$ cat config.mk
export PLATFORM = sky130hd
export DESIGN_NAME = qrs_sqrt_cell
export DESIGN_NICKNAME = d
export VERILOG_FILES = /design/src/hdl/qrs_pkg.sv /design/src/hdl/qrs_sqrt_cell.sv
export SDC_FILE = /design/constraint.sdc
export NUM_CORES = 1
export LEC_CHECK = 0
export ABC_AREA = 1
export BUFFER_PORTS_ARGS = -buffer_cell sky130_fd_sc_hd__buf_2
export CAP_MARGIN = 20
export CORE_AREA = 2 2 184 186
export CTS_BUF_LIST = sky130_fd_sc_hd__clkbuf_4 sky130_fd_sc_hd__clkbuf_8
export DETAILED_ROUTE_END_ITERATION = 8
export DIE_AREA = 0 0 186 188
export PLACE_DENSITY = 0.49
export SLEW_MARGIN = 20
export SYNTH_ARGS = -nofsm -noshare
export SYNTH_HDL_FRONTEND = slang
export SYNTH_SLANG_ARGS = --single-unit
$ cat constraint.sdc
create_clock -name clk -period 0.8 [get_ports clk]
set_input_delay 0.08 -clock clk [delete_from_list [all_inputs] [get_ports clk]]
set_output_delay 0.08 -clock clk [all_outputs]
set_load 0.005 [all_outputs]
$ cat src/hdl/qrs_pkg.sv
package qrs_pkg;

    localparam int W        = 32;
    localparam int F        = 16;
    localparam int TOL_W    = 16;
    localparam int DTOL_W   = 32;
    localparam int DISC_W   = 2 * W + 2;
    localparam int SQ_W     = DISC_W / 2;
    localparam int REM_W    = SQ_W + 2;
    localparam int NM_W     = SQ_W + 1;
    localparam int DM_W     = W + 1;
    localparam int DV_W     = DM_W + 1;
    localparam int NUMER_W  = NM_W + F + 2;
    localparam int PIPE_LAT = 3 + SQ_W + 1 + NUMER_W + 1;

    localparam logic [DTOL_W-1:0] DISC_TOL_RESET = DTOL_W'(4295);

    localparam logic [1:0] REG_COEF_TOL = 2'd0;
    localparam logic [1:0] REG_DISC_TOL = 2'd1;

    localparam logic [1:0] CNT_NONE = 2'd0;
    localparam logic [1:0] CNT_ONE  = 2'd1;
    localparam logic [1:0] CNT_TWO  = 2'd2;
    localparam logic [1:0] CNT_INF  = 2'd3;

    typedef enum logic [3:0] {
        CLS_NONE,
        CLS_INF,
        CLS_ONE0,
        CLS_LIN,
        CLS_ZC,
        CLS_QUAD,
        CLS_DNEG,
        CLS_DBL,
        CLS_TWO
    } class_t;

    typedef struct packed {
        class_t         cls;
        logic           na;
        logic [W-1:0]   ma;
        logic           nb;
        logic [W-1:0]   mb;
        logic           nc;
        logic [W-1:0]   mc;
    } ctx_t;

    typedef struct packed {
        logic [DISC_W-1:0] x;
        logic [REM_W-1:0]  rem;
        logic [SQ_W-1:0]   root;
    } sq_t;

    typedef struct packed {
        class_t cls;
        logic   q1neg;
        logic   q2neg;
    } dctx_t;

    typedef struct packed {
        logic [NUMER_W-1:0] n1;
        logic [NUMER_W-1:0] n2;
        logic [DV_W-1:0]    r1;
        logic [DV_W-1:0]    r2;
        logic [NUMER_W-1:0] q1;
        logic [NUMER_W-1:0] q2;
        logic [DV_W-1:0]    d;
    } dv_t;

endpackage

$ cat src/hdl/qrs_sqrt_cell.sv
module qrs_sqrt_cell
    import qrs_pkg::*;
(
    input  logic clk,
    input  logic rst_n,
    input  logic valid_in,
    input  ctx_t ctx_in,
    input  sq_t  sq_in,
    output logic valid_out,
    output ctx_t ctx_out,
    output sq_t  sq_out
);

    logic             valid_reg;
    ctx_t             ctx_reg;
    sq_t              sq_reg;
    sq_t              sq_next;
    logic [REM_W+1:0] cand;
    logic [REM_W+1:0] trial;

    always_comb
    begin
        cand = {sq_in.rem, sq_in.x[DISC_W-1 -: 2]};
        trial = (REM_W+2)'({sq_in.root, 2'b01});
        sq_next.x = {sq_in.x[DISC_W-3:0], 2'b00};
        if (cand >= trial)
        begin
            sq_next.rem = REM_W'(cand - trial);
            sq_next.root = {sq_in.root[SQ_W-2:0], 1'b1};
        end
        else
        begin
            sq_next.rem = REM_W'(cand);
            sq_next.root = {sq_in.root[SQ_W-2:0], 1'b0};
        end
    end

    always_ff @(posedge clk or negedge rst_n)
    begin
        if (!rst_n)
        begin
            valid_reg <= 1'b0;
        end
        else
        begin
            valid_reg <= valid_in;
        end
    end

    always_ff @(posedge clk)
    begin
        ctx_reg <= ctx_in;
        sq_reg <= sq_next;
    end

    assign valid_out = valid_reg;
    assign ctx_out = ctx_reg;
    assign sq_out = sq_reg;

endmodule

==> summary by stage <==
Status
The run finished, with violations left. The checks that failed: setup timing.

Layout
The area growth from synthesis to layout is 121%. The fraction of layout instances using a drive strength above 1 is 0.610. At the end of the flow, the number of nets in the layout was 2,134.

Synthesis
The sequential share of the synthesized area is 0.571. Synthesis produced a netlist whose cell count is 910. Of the total synthesized cell area, the portion taken by AND, OR, NAND and NOR gates is 0.255. The unique cell type count in the Yosys netlist is 35. The synthesized-area fraction occupied by xor and xnor cells is 0.0180. After synthesis, the mean cell area works out to between 9 and 10 µm². The portion of synthesized area spent on multiplexers is 0. By area the synthesized netlist is led by dfxtp_1, nand2_1, inv_1, ha_1, nand3_2.

The largest family of logic cells by synthesized area is simple AND/OR/NAND/NOR gates. The synthesized design contains 0 enable-type register cells. The most used flip-flop cell after synthesis is dfxtp_1. After synthesis the netlist holds a flip-flop and latch count of 236. Of the total synthesized cell area, the portion taken by full adders, half adders and majority gates is 0.0529. The synthesized area is 8280 µm².

The yosys synthesis warning count is 0. In the synthesized netlist the async set-or-reset flop fraction comes to 0.00424. dfxtp_1 takes more of the synthesized area than any other cell. The fraction of the mapped netlist area in compound gates is 0.0284.

The share of synthesized area in the top cell type comes to 0.568.

Die
After floorplanning, the core was divided into 67 placement rows. The floorplan step defined a die boundary enclosing ~35,000 µm². The area of the core is approximately 33,000 µm².

From bottom edge to top edge, the die measures ~190 µm. In this run the horizontal extent of the chip is between 150 and 200 µm. The starting utilization of the core area is 0.250. Pin placement for this block handled between 400 and 500 I/O pins.

Routing
The detailed router finished its first iteration with between 200 and 250 violations. Summed over all nets, wire length on met3 after detailed routing comes to 2440 µm. The number of detailed-route iterations in the first pass is 4.

Dividing the detail-routed wire length by the instance count gives around 17 µm. Dividing the detail-routed via count by the number of cells gives 4.04. Detailed routing inserted a total of around 9,400 vias. The highest layer touched by signal routing is met5. The routed wire length on met2 is 20,600 µm. The detail route stage leaves a number of antenna-violating nets equal to 0. The routed metal-1 wire length is roughly 15,000 µm. For this block, the routed nets add up to approximately 40,000 µm of wire.

After detailed routing, the number of remaining DRC violations is 0.

STA
The maximum clock frequency is between 700 and 800 MHz. In the finished design, the share of the clock period the worst path needs comes to 1.56. Setup violations remaining at the end of the flow were counted as around 270.

The tightest hold path in the finished design has a slack of 23.8 ps. The total count of max-transition violations in the final report is 0. Once routing completed, OpenROAD measured the worst setup slack at -451 ps. Setup repair after global routing could not meet its margin everywhere. The final number of hold-violating endpoints was 0. Subtracting the final worst setup slack from the clock period gives approximately 1300 ps.

Critical path
The sort of element at the start of the critical path is a primary input. On the critical path, the stage with the largest delay is an instance of ha_4. In this design, the stage delay of the slowest critical-path cell is between 200 and 250 ps. At the worst endpoint, the arrival time is around 1700 ps.

Counting stages on the worst path, the most repeated cell is buf_4. The maximum fanout along the worst path is 3. The buffer and inverter count on the worst path is 6.

The critical path goes through buf_4, inv_4, ha_4, nand2_4, inv_2, nand2_2, nand2_4, a21oi_4, buf_6, nor2_4, nor2_4, buf_4, buf_4, nand3b_1, nand3_4, nand2_1. The kind of critical path is primary input to flop. Among cell families on the critical path, the largest total delay comes from simple AND/OR/NAND/NOR gates. The sort of element at the end of the critical path is a flop.

The required time reported for the critical path endpoint is between 1000 and 1500 ps.

Clock tree
Counting the buffers created by CTS gives 41. The root buffer cell chosen for the clock tree is clkbuf_8. The clock tree from TritonCTS is yes. In this run the number of H-tree levels came out at 2. The number of sinks handled by clock tree synthesis is 236.

The clock transition at the registers of the reported paths is about 50 ps. The maximum buffer depth of the clock tree is 3.

Global routing
The first global-routing pass estimated roughly 55,000 µm of wire. The number of global-route vias before repair is 9,985. The aggregate global routing overflow is 0.

The number of antenna violations at the first check in global routing is 2. Entering global routing, the biggest net connects 16 pins. Across every metal layer, demand over resource in global routing totals 0.207.

Power
For this design the ratio of total power to cell area is 1780 nW/µm². The maximum VDD drop is ~950 µV. The reported leakage power is roughly 9 nW.

Placed design
Before CTS, the worst setup slack after placement is -1160 ps. Detailed placement ended at an HPWL of around 28,000 µm. During placement, the flow inserted port buffers numbering between 400 and 500.

Routability-driven placement finished with a final weighted congestion of just under 0.9.

Job
Across the run, the number of max-cap violations was 0.

Worst hold path
The path category of the worst min-delay check is primary input to flop.
-- kinds of logic (layout without fill, tap and decap cells) --
logic type               count (synthesis)  count (layout)
flip-flops                             236             236
other                                    1               3
buffers and inverters                  142            1115
XOR/XNOR                                17              17
adder cells (fa/ha/maj)                 35              35
AND/OR/NAND/NOR                        438             439
AO/OA/AOI/OAI                           41              41
-- registers in the layout, indices dropped and copies added (netlist names) --
name / flops
sq_out: 132
ctx_out: 103
valid_out: 1
-- per-layer routing --
layer  vias up  track usage
li1       4717            -
met1      4366        0.225
met2       292        0.387
met3        57       0.0468
met4         2       0.0709
met5         -            0
-- timing repair --
action / 4_1_cts / 5_1_grt
pin swaps: 15 / 83
setup endpoints to repair: 272 / 272
hold buffers: 239 / 1
buffers inserted: 13 / 14
gates resized for setup: 178 / 306
endpoints found under the hold margin: 236 / 1
gates cloned: 1 / 6
-- path summary, 6_finish.rpt --
kind | slack [ps] | cells past startpoint | endpoint | startpoint
min in group asynchronous | 360 | 3 | valid_out | rst_n
max in group asynchronous | 330 | 3 | valid_out | rst_n
setup / recovery | -450 | 16 | sq_out[62] | sq_in[17]
hold / removal | 20 | 5 | sq_out[49] | sq_in[47]
-- layout make-up --
| type | instances | area (µm²) |
|---|---|---|
| flip-flops and latches | 236 | 4880 |
| repair buffers | 916 | 7370 |
| diodes | 1 | 2.50 |
| multi-input cells | 534 | 4130 |
| inverters | 130 | 531 |
| clock inverters | 13 | 95.1 |
| clock buffers | 56 | 721 |
| well taps | 448 | 561 |
| fillers | 2928 | 14800 |
-- stage by stage --
step           power [mW]  cell area [µm²]  utilization  TNS [ps]  std cells
2_1_floorplan        15.7             8890            -    -23340        911
3_3_place_gp         19.1            13100        0.396    -40340       1993
3_5_place_dp         19.1            13100        0.396    -39110       1993
4_1_cts              31.9            17000        0.514    -79360       2315
5_1_grt              34.2            18300        0.553    -85410       2334
6_report             32.6            18300        0.553    -72060       2334
-- power breakdown --
| part | total [mW] | switching [mW] | internal (mW) |
|---|---|---|---|
| registers | 13.1 | 0.348 | 12.8 |
| clock network | 11.1 | 4.97 | 6.15 |
| logic | 8.34 | 3.64 | 4.70 |
| total | 32.6 | 8.96 | 23.6 |
-- tightest hold or removal path, cell delays in order --
cell and delay (ps):
buf_6 80, ha_4 170, xor2_1 80, nand2_2 60, nand2_1 40
-- synthesized netlist by cell type, types with 2 or more instances --
cell and count:
nand2_1 259, dfxtp_1 235, inv_1 125, nor2_1 53, nand3_2 41, nand3_1 39, ha_1 35, a21oi_1 24
xor2_1 16, buf_6 9, nand2_2 9, nand3b_1 8, nor2_2 8, o21bai_1 7, nand4_1 6, nor3_1 5
o21ai_0 5, inv_2 4, nor4_1 3, a21oi_2 2, buf_4 2, nor2_4 2
-- placed cells by master, fill, tap and decap left out, types with 13 or more instances in the layout --
cell / instances
buf_12: 14
buf_6: 128
dlygate4sd3_1: 240
nand3_1: 26
xor2_1: 13
nand2_2: 74
nand2_1: 161
dfxtp_1: 118
nor2_1: 34
buf_4: 183
clkbuf_8: 48
dfxtp_2: 114
nor2_4: 17
nand3_2: 51
inv_1: 90
ha_4: 33
nand2_4: 34
inv_2: 28
a21oi_1: 14
buf_2: 344
(Power assumes the default switching activity.)
