--- src/hdl/qrs_pkg.sv ---
package qrs_pkg;

    localparam int W        = 32;
    localparam int F        = 16;
    localparam int TOL_W    = 16;
    localparam int DTOL_W   = 32;
    localparam int DISC_W   = 2 * W + 2;
    localparam int SQ_W     = DISC_W / 2;
    localparam int REM_W    = SQ_W + 2;
    localparam int NM_W     = SQ_W + 1;
    localparam int DM_W     = W + 1;
    localparam int DV_W     = DM_W + 1;
    localparam int NUMER_W  = NM_W + F + 2;
    localparam int PIPE_LAT = 3 + SQ_W + 1 + NUMER_W + 1;

    localparam logic [DTOL_W-1:0] DISC_TOL_RESET = DTOL_W'(4295);

    localparam logic [1:0] REG_COEF_TOL = 2'd0;
    localparam logic [1:0] REG_DISC_TOL = 2'd1;

    localparam logic [1:0] CNT_NONE = 2'd0;
    localparam logic [1:0] CNT_ONE  = 2'd1;
    localparam logic [1:0] CNT_TWO  = 2'd2;
    localparam logic [1:0] CNT_INF  = 2'd3;

    typedef enum logic [3:0] {
        CLS_NONE,
        CLS_INF,
        CLS_ONE0,
        CLS_LIN,
        CLS_ZC,
        CLS_QUAD,
        CLS_DNEG,
        CLS_DBL,
        CLS_TWO
    } class_t;

    typedef struct packed {
        class_t         cls;
        logic           na;
        logic [W-1:0]   ma;
        logic           nb;
        logic [W-1:0]   mb;
        logic           nc;
        logic [W-1:0]   mc;
    } ctx_t;

    typedef struct packed {
        logic [DISC_W-1:0] x;
        logic [REM_W-1:0]  rem;
        logic [SQ_W-1:0]   root;
    } sq_t;

    typedef struct packed {
        class_t cls;
        logic   q1neg;
        logic   q2neg;
    } dctx_t;

    typedef struct packed {
        logic [NUMER_W-1:0] n1;
        logic [NUMER_W-1:0] n2;
        logic [DV_W-1:0]    r1;
        logic [DV_W-1:0]    r2;
        logic [NUMER_W-1:0] q1;
        logic [NUMER_W-1:0] q2;
        logic [DV_W-1:0]    d;
    } dv_t;

endpackage

--- src/hdl/qrs_div_cell.sv ---
module qrs_div_cell
    import qrs_pkg::*;
(
    input  logic  clk,
    input  logic  rst_n,
    input  logic  valid_in,
    input  dctx_t ctx_in,
    input  dv_t   dv_in,
    output logic  valid_out,
    output dctx_t ctx_out,
    output dv_t   dv_out
);

    logic          valid_reg;
    dctx_t         ctx_reg;
    dv_t           dv_reg;
    dv_t           dv_next;
    logic [DV_W:0] cand1;
    logic [DV_W:0] cand2;

    always_comb
    begin
        dv_next = dv_in;
        dv_next.n1 = {dv_in.n1[NUMER_W-2:0], 1'b0};
        dv_next.n2 = {dv_in.n2[NUMER_W-2:0], 1'b0};
        cand1 = {dv_in.r1, dv_in.n1[NUMER_W-1]};
        cand2 = {dv_in.r2, dv_in.n2[NUMER_W-1]};
        if (cand1 >= {1'b0, dv_in.d})
        begin
            dv_next.r1 = DV_W'(cand1 - {1'b0, dv_in.d});
            dv_next.q1 = {dv_in.q1[NUMER_W-2:0], 1'b1};
        end
        else
        begin
            dv_next.r1 = DV_W'(cand1);
            dv_next.q1 = {dv_in.q1[NUMER_W-2:0], 1'b0};
        end
        if (cand2 >= {1'b0, dv_in.d})
        begin
            dv_next.r2 = DV_W'(cand2 - {1'b0, dv_in.d});
            dv_next.q2 = {dv_in.q2[NUMER_W-2:0], 1'b1};
        end
        else
        begin
            dv_next.r2 = DV_W'(cand2);
            dv_next.q2 = {dv_in.q2[NUMER_W-2:0], 1'b0};
        end
    end

    always_ff @(posedge clk or negedge rst_n)
    begin
        if (!rst_n)
        begin
            valid_reg <= 1'b0;
        end
        else
        begin
            valid_reg <= valid_in;
        end
    end

    always_ff @(posedge clk)
    begin
        ctx_reg <= ctx_in;
        dv_reg <= dv_next;
    end

    assign valid_out = valid_reg;
    assign ctx_out = ctx_reg;
    assign dv_out = dv_reg;

endmodule

--- config.mk ---
export PLATFORM = sky130hd
export DESIGN_NAME = qrs_div_cell
export DESIGN_NICKNAME = d
export VERILOG_FILES = /design/src/hdl/qrs_pkg.sv /design/src/hdl/qrs_div_cell.sv
export SDC_FILE = /design/constraint.sdc
export NUM_CORES = 1
export LEC_CHECK = 0
export ABC_AREA = 1
export BUFFER_PORTS_ARGS = -buffer_cell sky130_fd_sc_hd__buf_2
export CORE_AREA = 3 3 249 251
export DETAILED_ROUTE_END_ITERATION = 16
export DIE_AREA = 0 0 252 254
export GPL_TIMING_DRIVEN = 0
export MAX_ROUTING_LAYER = met4
export SLEW_MARGIN = 40
export SYNTH_ARGS = -nofsm -noshare
export SYNTH_HDL_FRONTEND = slang
export SYNTH_SLANG_ARGS = --single-unit
--- constraint.sdc ---
create_clock -name clk -period 0.8 [get_ports clk]
set_input_delay 0.08 -clock clk [delete_from_list [all_inputs] [get_ports clk]]
set_output_delay 0.08 -clock clk [all_outputs]
set_load 0.03 [all_outputs]
==> flow_summary.yaml, run 1 <==
floorplan:
  die_w_um: 252
  floorplan.die.height_um: 254
  initial_utilization_pct: 20.4
  placeableCoreArea_um2: 60100
  design.portCount: 636
  die_outline_area_um2: 64000
  floorplan.rows: 90
cells_and_area:
  num-nets-final: 2979
  area_growth_syn_to_layout_pct: 89.9
  layout.cell_area.non_filler_um2: 23300
  layout-drive-gt1-share_pct: 40.1
  postLayoutCoreUtil_pct: 38.7
  n_fill_cell: 6263
drt:
  detailedRoute.firstPassIterationCount: 5
  via_count: 13896
  initialDrtViolationCount: 659
  vias_per_cell: 4.05
  route.detailed.drc: 0
  antenna_left: 0
  totalWireLength_mm: 81.5
  wire_per_inst_um: 23.8
power_and_ir_drop:
  combinational_share_of_power_pct: 28.2
  internal-power_mw: 33.2
  p_total_mw: 50.2
  p_sw_share_pct: 33.7
  largest_vdd_supply_drop_v: 0.00157
  power.share.clock_pct: 37.0
  reg_power_share_pct: 34.9
  net_switching_component_of_the_power_mw: 16.9
  p_per_area_nw_per_um2: 2150
  power.leakage_nw: 11.6
cts:
  clk_pin_slew_ns: 0.05
  cts_tree: "done"
  cts-buffers-inserted: 40
  ctsHtreeMaxLevel: 2
  cts_root_buf: "sky130_fd_sc_hd__clkbuf_16"
  cts_max_path_buffers: 3
  cts.sink_count: 315
critical_path:
  timing.critical_path.slowest_cell_delay_ns: 0.39
  critPathMaxFanout: 10
  endpoint_kind: "register"
  worst-path-buf-inv: 4
  start_kind: "primary input"
  critical_path.most_common_cell: "sky130_fd_sc_hd__nand2_1"
  crit_family: "simple AND/OR/NAND/NOR gates"
  cpMaxStageDelayCell: "sky130_fd_sc_hd__ha_4"
  worstSetupPathType: "in2reg"
  cp_cell_sequence: "buf_2 > clkinvlp_4 > ha_4 > nand2_4 > nor2_4 > nand3_4 > nor3_4 > a21oi_4 > nand2_8 > clkinv_8 > buf_12 > nand2_1 > nand2_1"
  worst_ep_required_time_ns: 1.24
  worst-endpoint-arrival_ns: 1.99
timing:
  final_critical_path_time_including_i_o_delays_and_setup_ns: 1.55
  final-hold-violation-count: 11
  timing.final.max_slew_violations: 0
  finalHoldWorstSlack_ns: -0.338
  period_share_pct: 194
  timing.final.setup_violations: 385
  max_clock_freq_mhz: 646
  grt_setup_unrepaired: "true"
  worst_slack_ns: -0.748
place:
  post-dp-hpwl_mm: 67.8
  place.port_buffers: 631
  placed_area_um2: 16500
  gpl_wtd_cong: 0.905
status:
  outcome: "finished with violations"
  violations: "negative hold slack, negative setup slack"
synth:
  ys_warn_count: 0
  synthesized_area_um2: 12300
  synth_cells: 1563
  yosys_register_bits: 315
  synth.avg_cell_area_um2: 7.85
  synth_cell_type_count: 31
  yosysSeqAreaShare_pct: 51.4
grt:
  grt_use_total_pct: 25.0
  global_route_wire_length_before_repair_mm: 107
  globalRoute.totalOverflow: 0
  grt_max_degree: 14
  antenna_found_initial: 40
  grt_pass1_vias: 14122
worst_hold_path:
  holdCritPathClass: "in2reg"
job:
  max_cap_viol_count: 0
==> power groups by stage <==
stage                     Clock, mW  Sequential (mW)  Combinational, mW
final                          18.5             17.5               14.1
after global placement            0             17.7               11.1
after global routing           19.6             17.6               15.0
after floorplan                   0             20.5               3.70
after detailed placement          0             17.8               11.1
after CTS                      19.0             17.5               13.3
==> through the flow <==
step           setup slack (ns)  TNS, ns  cells
2_1_floorplan            -0.787   -53.64   1564
3_3_place_gp              -1.82  -114.86   2977
3_5_place_dp              -1.82  -116.33   2977
4_1_cts                  -0.699  -173.93   3369
5_1_grt                  -0.783  -177.97   3425
6_report                 -0.748  -163.09   3429
==> repair_timing <==
item,4_1_cts,5_1_grt
resized for setup,249,245
pin swaps,24,34
gates cloned,2,1
buffers inserted,21,18
endpoints found under the hold margin,314,19
setup endpoints to repair,385,385
hold buffers,297,14
==> worst paths after layout <==
check	cells after the start	slack, ns	end	from
worst max-delay path	13	-0.75	dv_out[189]	dv_in[15]
worst min-delay path	1	-0.34	dv_out[6]	dv_in[6]
max in group asynchronous	3	0.34	valid_out	rst_n
min in group asynchronous	3	0.36	valid_out	rst_n
==> cells in the mapped netlist, drive strengths merged <==
library cell  count  area (um^2)
nand3b           14          105
buf              14          131
inv             232          876
ha               68          851
nor3              9         45.0
nand2           590         2260
xor2             32          280
fa                2         40.0
o21bai            4         30.0
conb              1         3.75
dfrtp             1         25.0
xnor2             4         35.0
and3              2         12.5
nor2            116          460
nand4             7         43.8
clkinv            1         3.75
a21oi            54          278
nand3            73          375
o21ai            24          120
dfxtp           314         6290
o211ai            1         7.51
==> flip-flops by register name, indices dropped and copies added (netlist names) <==
signal     count
dv_out       308
ctx_out        6
valid_out      1
==> cells by family after synthesis <==
family	after synthesis	share of synthesized area, %
buffers and inverters	247	8.24
other	1	0.0306
AO/OA/AOI/OAI	83	3.55
adder cells (fa/ha/maj)	70	7.26
AND/OR/NAND/NOR	811	26.9
XOR/XNOR	36	2.57
flip-flops	315	51.4
==> cells in the final DEF (no fill, tap or decap), types with 12 or more instances in the layout <==
cell and count:
sky130_fd_sc_hd__diode_2 27, sky130_fd_sc_hd__clkbuf_16 42, sky130_fd_sc_hd__dfxtp_1 272, sky130_fd_sc_hd__nand2_2 61
sky130_fd_sc_hd__ha_4 48, sky130_fd_sc_hd__nand2_4 23, sky130_fd_sc_hd__nand3b_1 14, sky130_fd_sc_hd__nor2_1 79
sky130_fd_sc_hd__buf_8 21, sky130_fd_sc_hd__nor2_2 19, sky130_fd_sc_hd__clkinvlp_4 12, sky130_fd_sc_hd__nand3_2 12
sky130_fd_sc_hd__dlygate4sd3_1 311, sky130_fd_sc_hd__buf_12 16, sky130_fd_sc_hd__nand2_1 504, sky130_fd_sc_hd__o21ai_0 17
sky130_fd_sc_hd__buf_6 21, sky130_fd_sc_hd__nor2_4 18, sky130_fd_sc_hd__buf_2 584, sky130_fd_sc_hd__a21oi_1 42
sky130_fd_sc_hd__inv_1 198, sky130_fd_sc_hd__inv_2 24, sky130_fd_sc_hd__xor2_1 32, sky130_fd_sc_hd__nand3_1 56
sky130_fd_sc_hd__buf_4 42, sky130_fd_sc_hd__dfxtp_2 34
==> final cells by class <==
type | count | area, um^2 | share of cell area (%)
clock buffer | 54 | 1150 | 4.96
antenna | 27 | 67.6 | 0.290
timing repair buffer | 983 | 7080 | 30.4
buffer | 14 | 191 | 0.822
multi-input combinational | 1003 | 6290 | 27.0
tap | 782 | 978 | 4.20
clock inverter | 18 | 203 | 0.870
sequential | 315 | 6380 | 27.4
inverter | 233 | 941 | 4.04
==> per-layer routing <==
metal	routed length [um]	GRT usage, %	up-vias
li1	-	-	6876
met1	30700	25.4	6416
met2	42000	45.3	480
met3	5190	7.14	124
met4	3610	10.2	0
met5	0	-	-
Power figures use the tool's default switching activity.
==> inputs of run 2 (changes only) <==
--- a/config.mk
+++ b/config.mk
@@ -7,9 +7,9 @@
 export LEC_CHECK = 0
 export ABC_AREA = 1
 export BUFFER_PORTS_ARGS = -buffer_cell sky130_fd_sc_hd__buf_2
-export CORE_AREA = 3 3 249 251
+export CORE_AREA = 3 3 247 249
 export DETAILED_ROUTE_END_ITERATION = 16
-export DIE_AREA = 0 0 252 254
+export DIE_AREA = 0 0 250 252
 export GPL_TIMING_DRIVEN = 0
 export MAX_ROUTING_LAYER = met4
 export SLEW_MARGIN = 40
==> flow_summary.yaml, run 2 (synthesized netlist as in run 1, its figures left out) <==
status:
  outcome: "finished with violations"
  violations: "negative hold slack, negative setup slack"
job:
  max_cap_viol_count: 0
cells_and_area:
  n_fill_cell: 5622
  layout-drive-gt1-share_pct: 55.6
  mostFrequentLayoutCell: "sky130_fd_sc_hd__nand2_1"
  most-common-layout-cells: "sky130_fd_sc_hd__nand2_1, sky130_fd_sc_hd__dlygate4sd3_1, sky130_fd_sc_hd__buf_2, sky130_fd_sc_hd__dfxtp_2, sky130_fd_sc_hd__buf_6"
  non_filler_cells_final: 3459
  area_growth_syn_to_layout_pct: 118
  num-nets-final: 3023
  largest_register_ff_count: 308
critical_path:
  timing.critical_path.slowest_cell_delay_ns: 0.33
  cp_cell_sequence: "buf_2 > inv_2 > ha_4 > a21oi_2 > nor2_1 > nor2_1 > o21ai_1 > a21oi_4 > nand2_8 > clkbuf_16 > nand3_4 > nand2_4"
  worstSetupPathType: "in2reg"
  worst_ep_required_time_ns: 1.25
  worst-path-buf-inv: 3
  cpMaxStageDelayCell: "sky130_fd_sc_hd__a21oi_4"
  endpoint_kind: "register"
  critical_path.most_common_cell: "sky130_fd_sc_hd__nor2_1"
  crit_family: "compound AO/OA/AOI/OAI gates"
  cp-startpoint: "dv_in[28]"
  worst-endpoint-arrival_ns: 1.97
  start_kind: "primary input"
  critPathMaxFanout: 6
drt:
  antenna_left: 0
  routed-wl-met3_mm: 5.16
  detailedRoute.firstPassIterationCount: 5
  initialDrtViolationCount: 670
  wl_met2_mm: 44.5
  via_count: 14453
  wl_met1_mm: 31.5
  vias_per_cell: 4.18
  wire_per_inst_um: 24.5
  totalWireLength_mm: 84.8
  highest_layer: "met4"
  route.detailed.drc: 0
power_and_ir_drop:
  power.leakage_nw: 12.8
  p_per_area_nw_per_um2: 2030
  largest_vdd_supply_drop_v: 0.00217
grt:
  grt_use_total_pct: 25.5
  antenna_found_initial: 38
  grt_pass1_vias: 14371
  grt_max_degree: 13
  global_route_wire_length_before_repair_mm: 109
  globalRoute.totalOverflow: 0
floorplan:
  initial_utilization_pct: 20.8
  placeableCoreArea_um2: 58900
  die_outline_area_um2: 63000
  floorplan.rows: 89
  design.portCount: 636
  die_w_um: 250
  floorplan.die.height_um: 252
timing:
  timing.final.max_slew_violations: 0
  final-hold-violation-count: 7
  max_clock_freq_mhz: 660
  timing.final.setup_violations: 385
  period_share_pct: 190
  finalHoldWorstSlack_ns: -0.242
  worst_slack_ns: -0.716
  grt_setup_unrepaired: "true"
  final_critical_path_time_including_i_o_delays_and_setup_ns: 1.52
  tns_ns: -141.21
place:
  cell_count_post_placement: 2968
  post-dp-hpwl_mm: 67.0
  gpl_wtd_cong: 0.923
  place.port_buffers: 631
cts:
  ctsHtreeMaxLevel: 2
  cts_max_path_buffers: 3
  clk_pin_slew_ns: 0.06
  cts_tree: "done"
  cts.sink_count: 315
  cts-buffers-inserted: 41
  cts_root_buf: "sky130_fd_sc_hd__clkbuf_16"
worst_hold_path:
  holdCritPathClass: "in2reg"
  hold_start: "dv_in[180]"
run 2: cell count changes in the layout (fill, tap and decap cells not counted), moves of 44 or more:
cell | previous run | this run
sky130_fd_sc_hd__dfxtp_2 | 34 | 303
sky130_fd_sc_hd__nand2_2 | 61 | 108
sky130_fd_sc_hd__buf_2 | 584 | 304
sky130_fd_sc_hd__nand2_4 | 23 | 67
sky130_fd_sc_hd__buf_6 | 21 | 279
sky130_fd_sc_hd__nand2_1 | 504 | 413
sky130_fd_sc_hd__dfxtp_1 | 272 | 2
run 2: per-stage QoR:
stage               cell area, um^2  util [%]  worst slack (ns)  power [mW]
finish                        26700      45.3            -0.716        54.3
global route                  26700      45.3            -0.748        56.3
CTS                           22500      38.2            -0.606        51.0
detailed placement            16500      28.0             -1.77        28.7
global placement              16500      28.0             -1.77        28.8
floorplan                     12400         -            -0.787        24.2
run 2: final cells by class:
class                   count  area [um^2]  share of cell area [%]
plain buffers              14          226                   0.848
well taps                 773          967                    3.62
diodes                     20         50.0                   0.187
clock inverters            22          274                    1.03
repair inverters            2         20.0                  0.0750
multi-input cells        1005         7040                    26.4
repair buffers           1022         9300                    34.8
clock buffers              53         1120                    4.20
flip-flops and latches    315         6720                    25.2
inverters                 233          968                    3.63
run 2: per-layer routing:
metal | global-route usage, % | vias up
met4 | 8.19 | 0
met2 | 47.3 | 515
met5 | - | -
met1 | 26.5 | 6836
li1 | - | 6967
met3 | 6.16 | 135
run 2: worst paths after layout:
check | endpoint | cells after the start
worst max-delay path | dv_out[165] | 12
worst min-delay path | dv_out[181] | 3
max in group asynchronous | valid_out | 3
min in group asynchronous | valid_out | 3
run 2: what timing repair did:
action / in CTS / in global routing
pin swaps: 49 / 97
setup endpoints to repair: 385 / 385
hold buffers: 294 / 20
setup buffers: 44 / 24
resized for setup: 269 / 1566
cloned: 4 / 11
endpoints found under the hold margin: 314 / 22
run 2: worst min-delay path: stages:
cell and delay, ns:
sky130_fd_sc_hd__buf_2 0.11, sky130_fd_sc_hd__nand2_1 0.05, sky130_fd_sc_hd__nand2_1 0.05
run 2: report_power, final:
part / leakage [nW] / internal, mW / switching (mW)
combinational: 9.45 / 7.39 / 9.51
sequential: 2.67 / 17.3 / 0.716
clock: 0.671 / 11.6 / 7.74
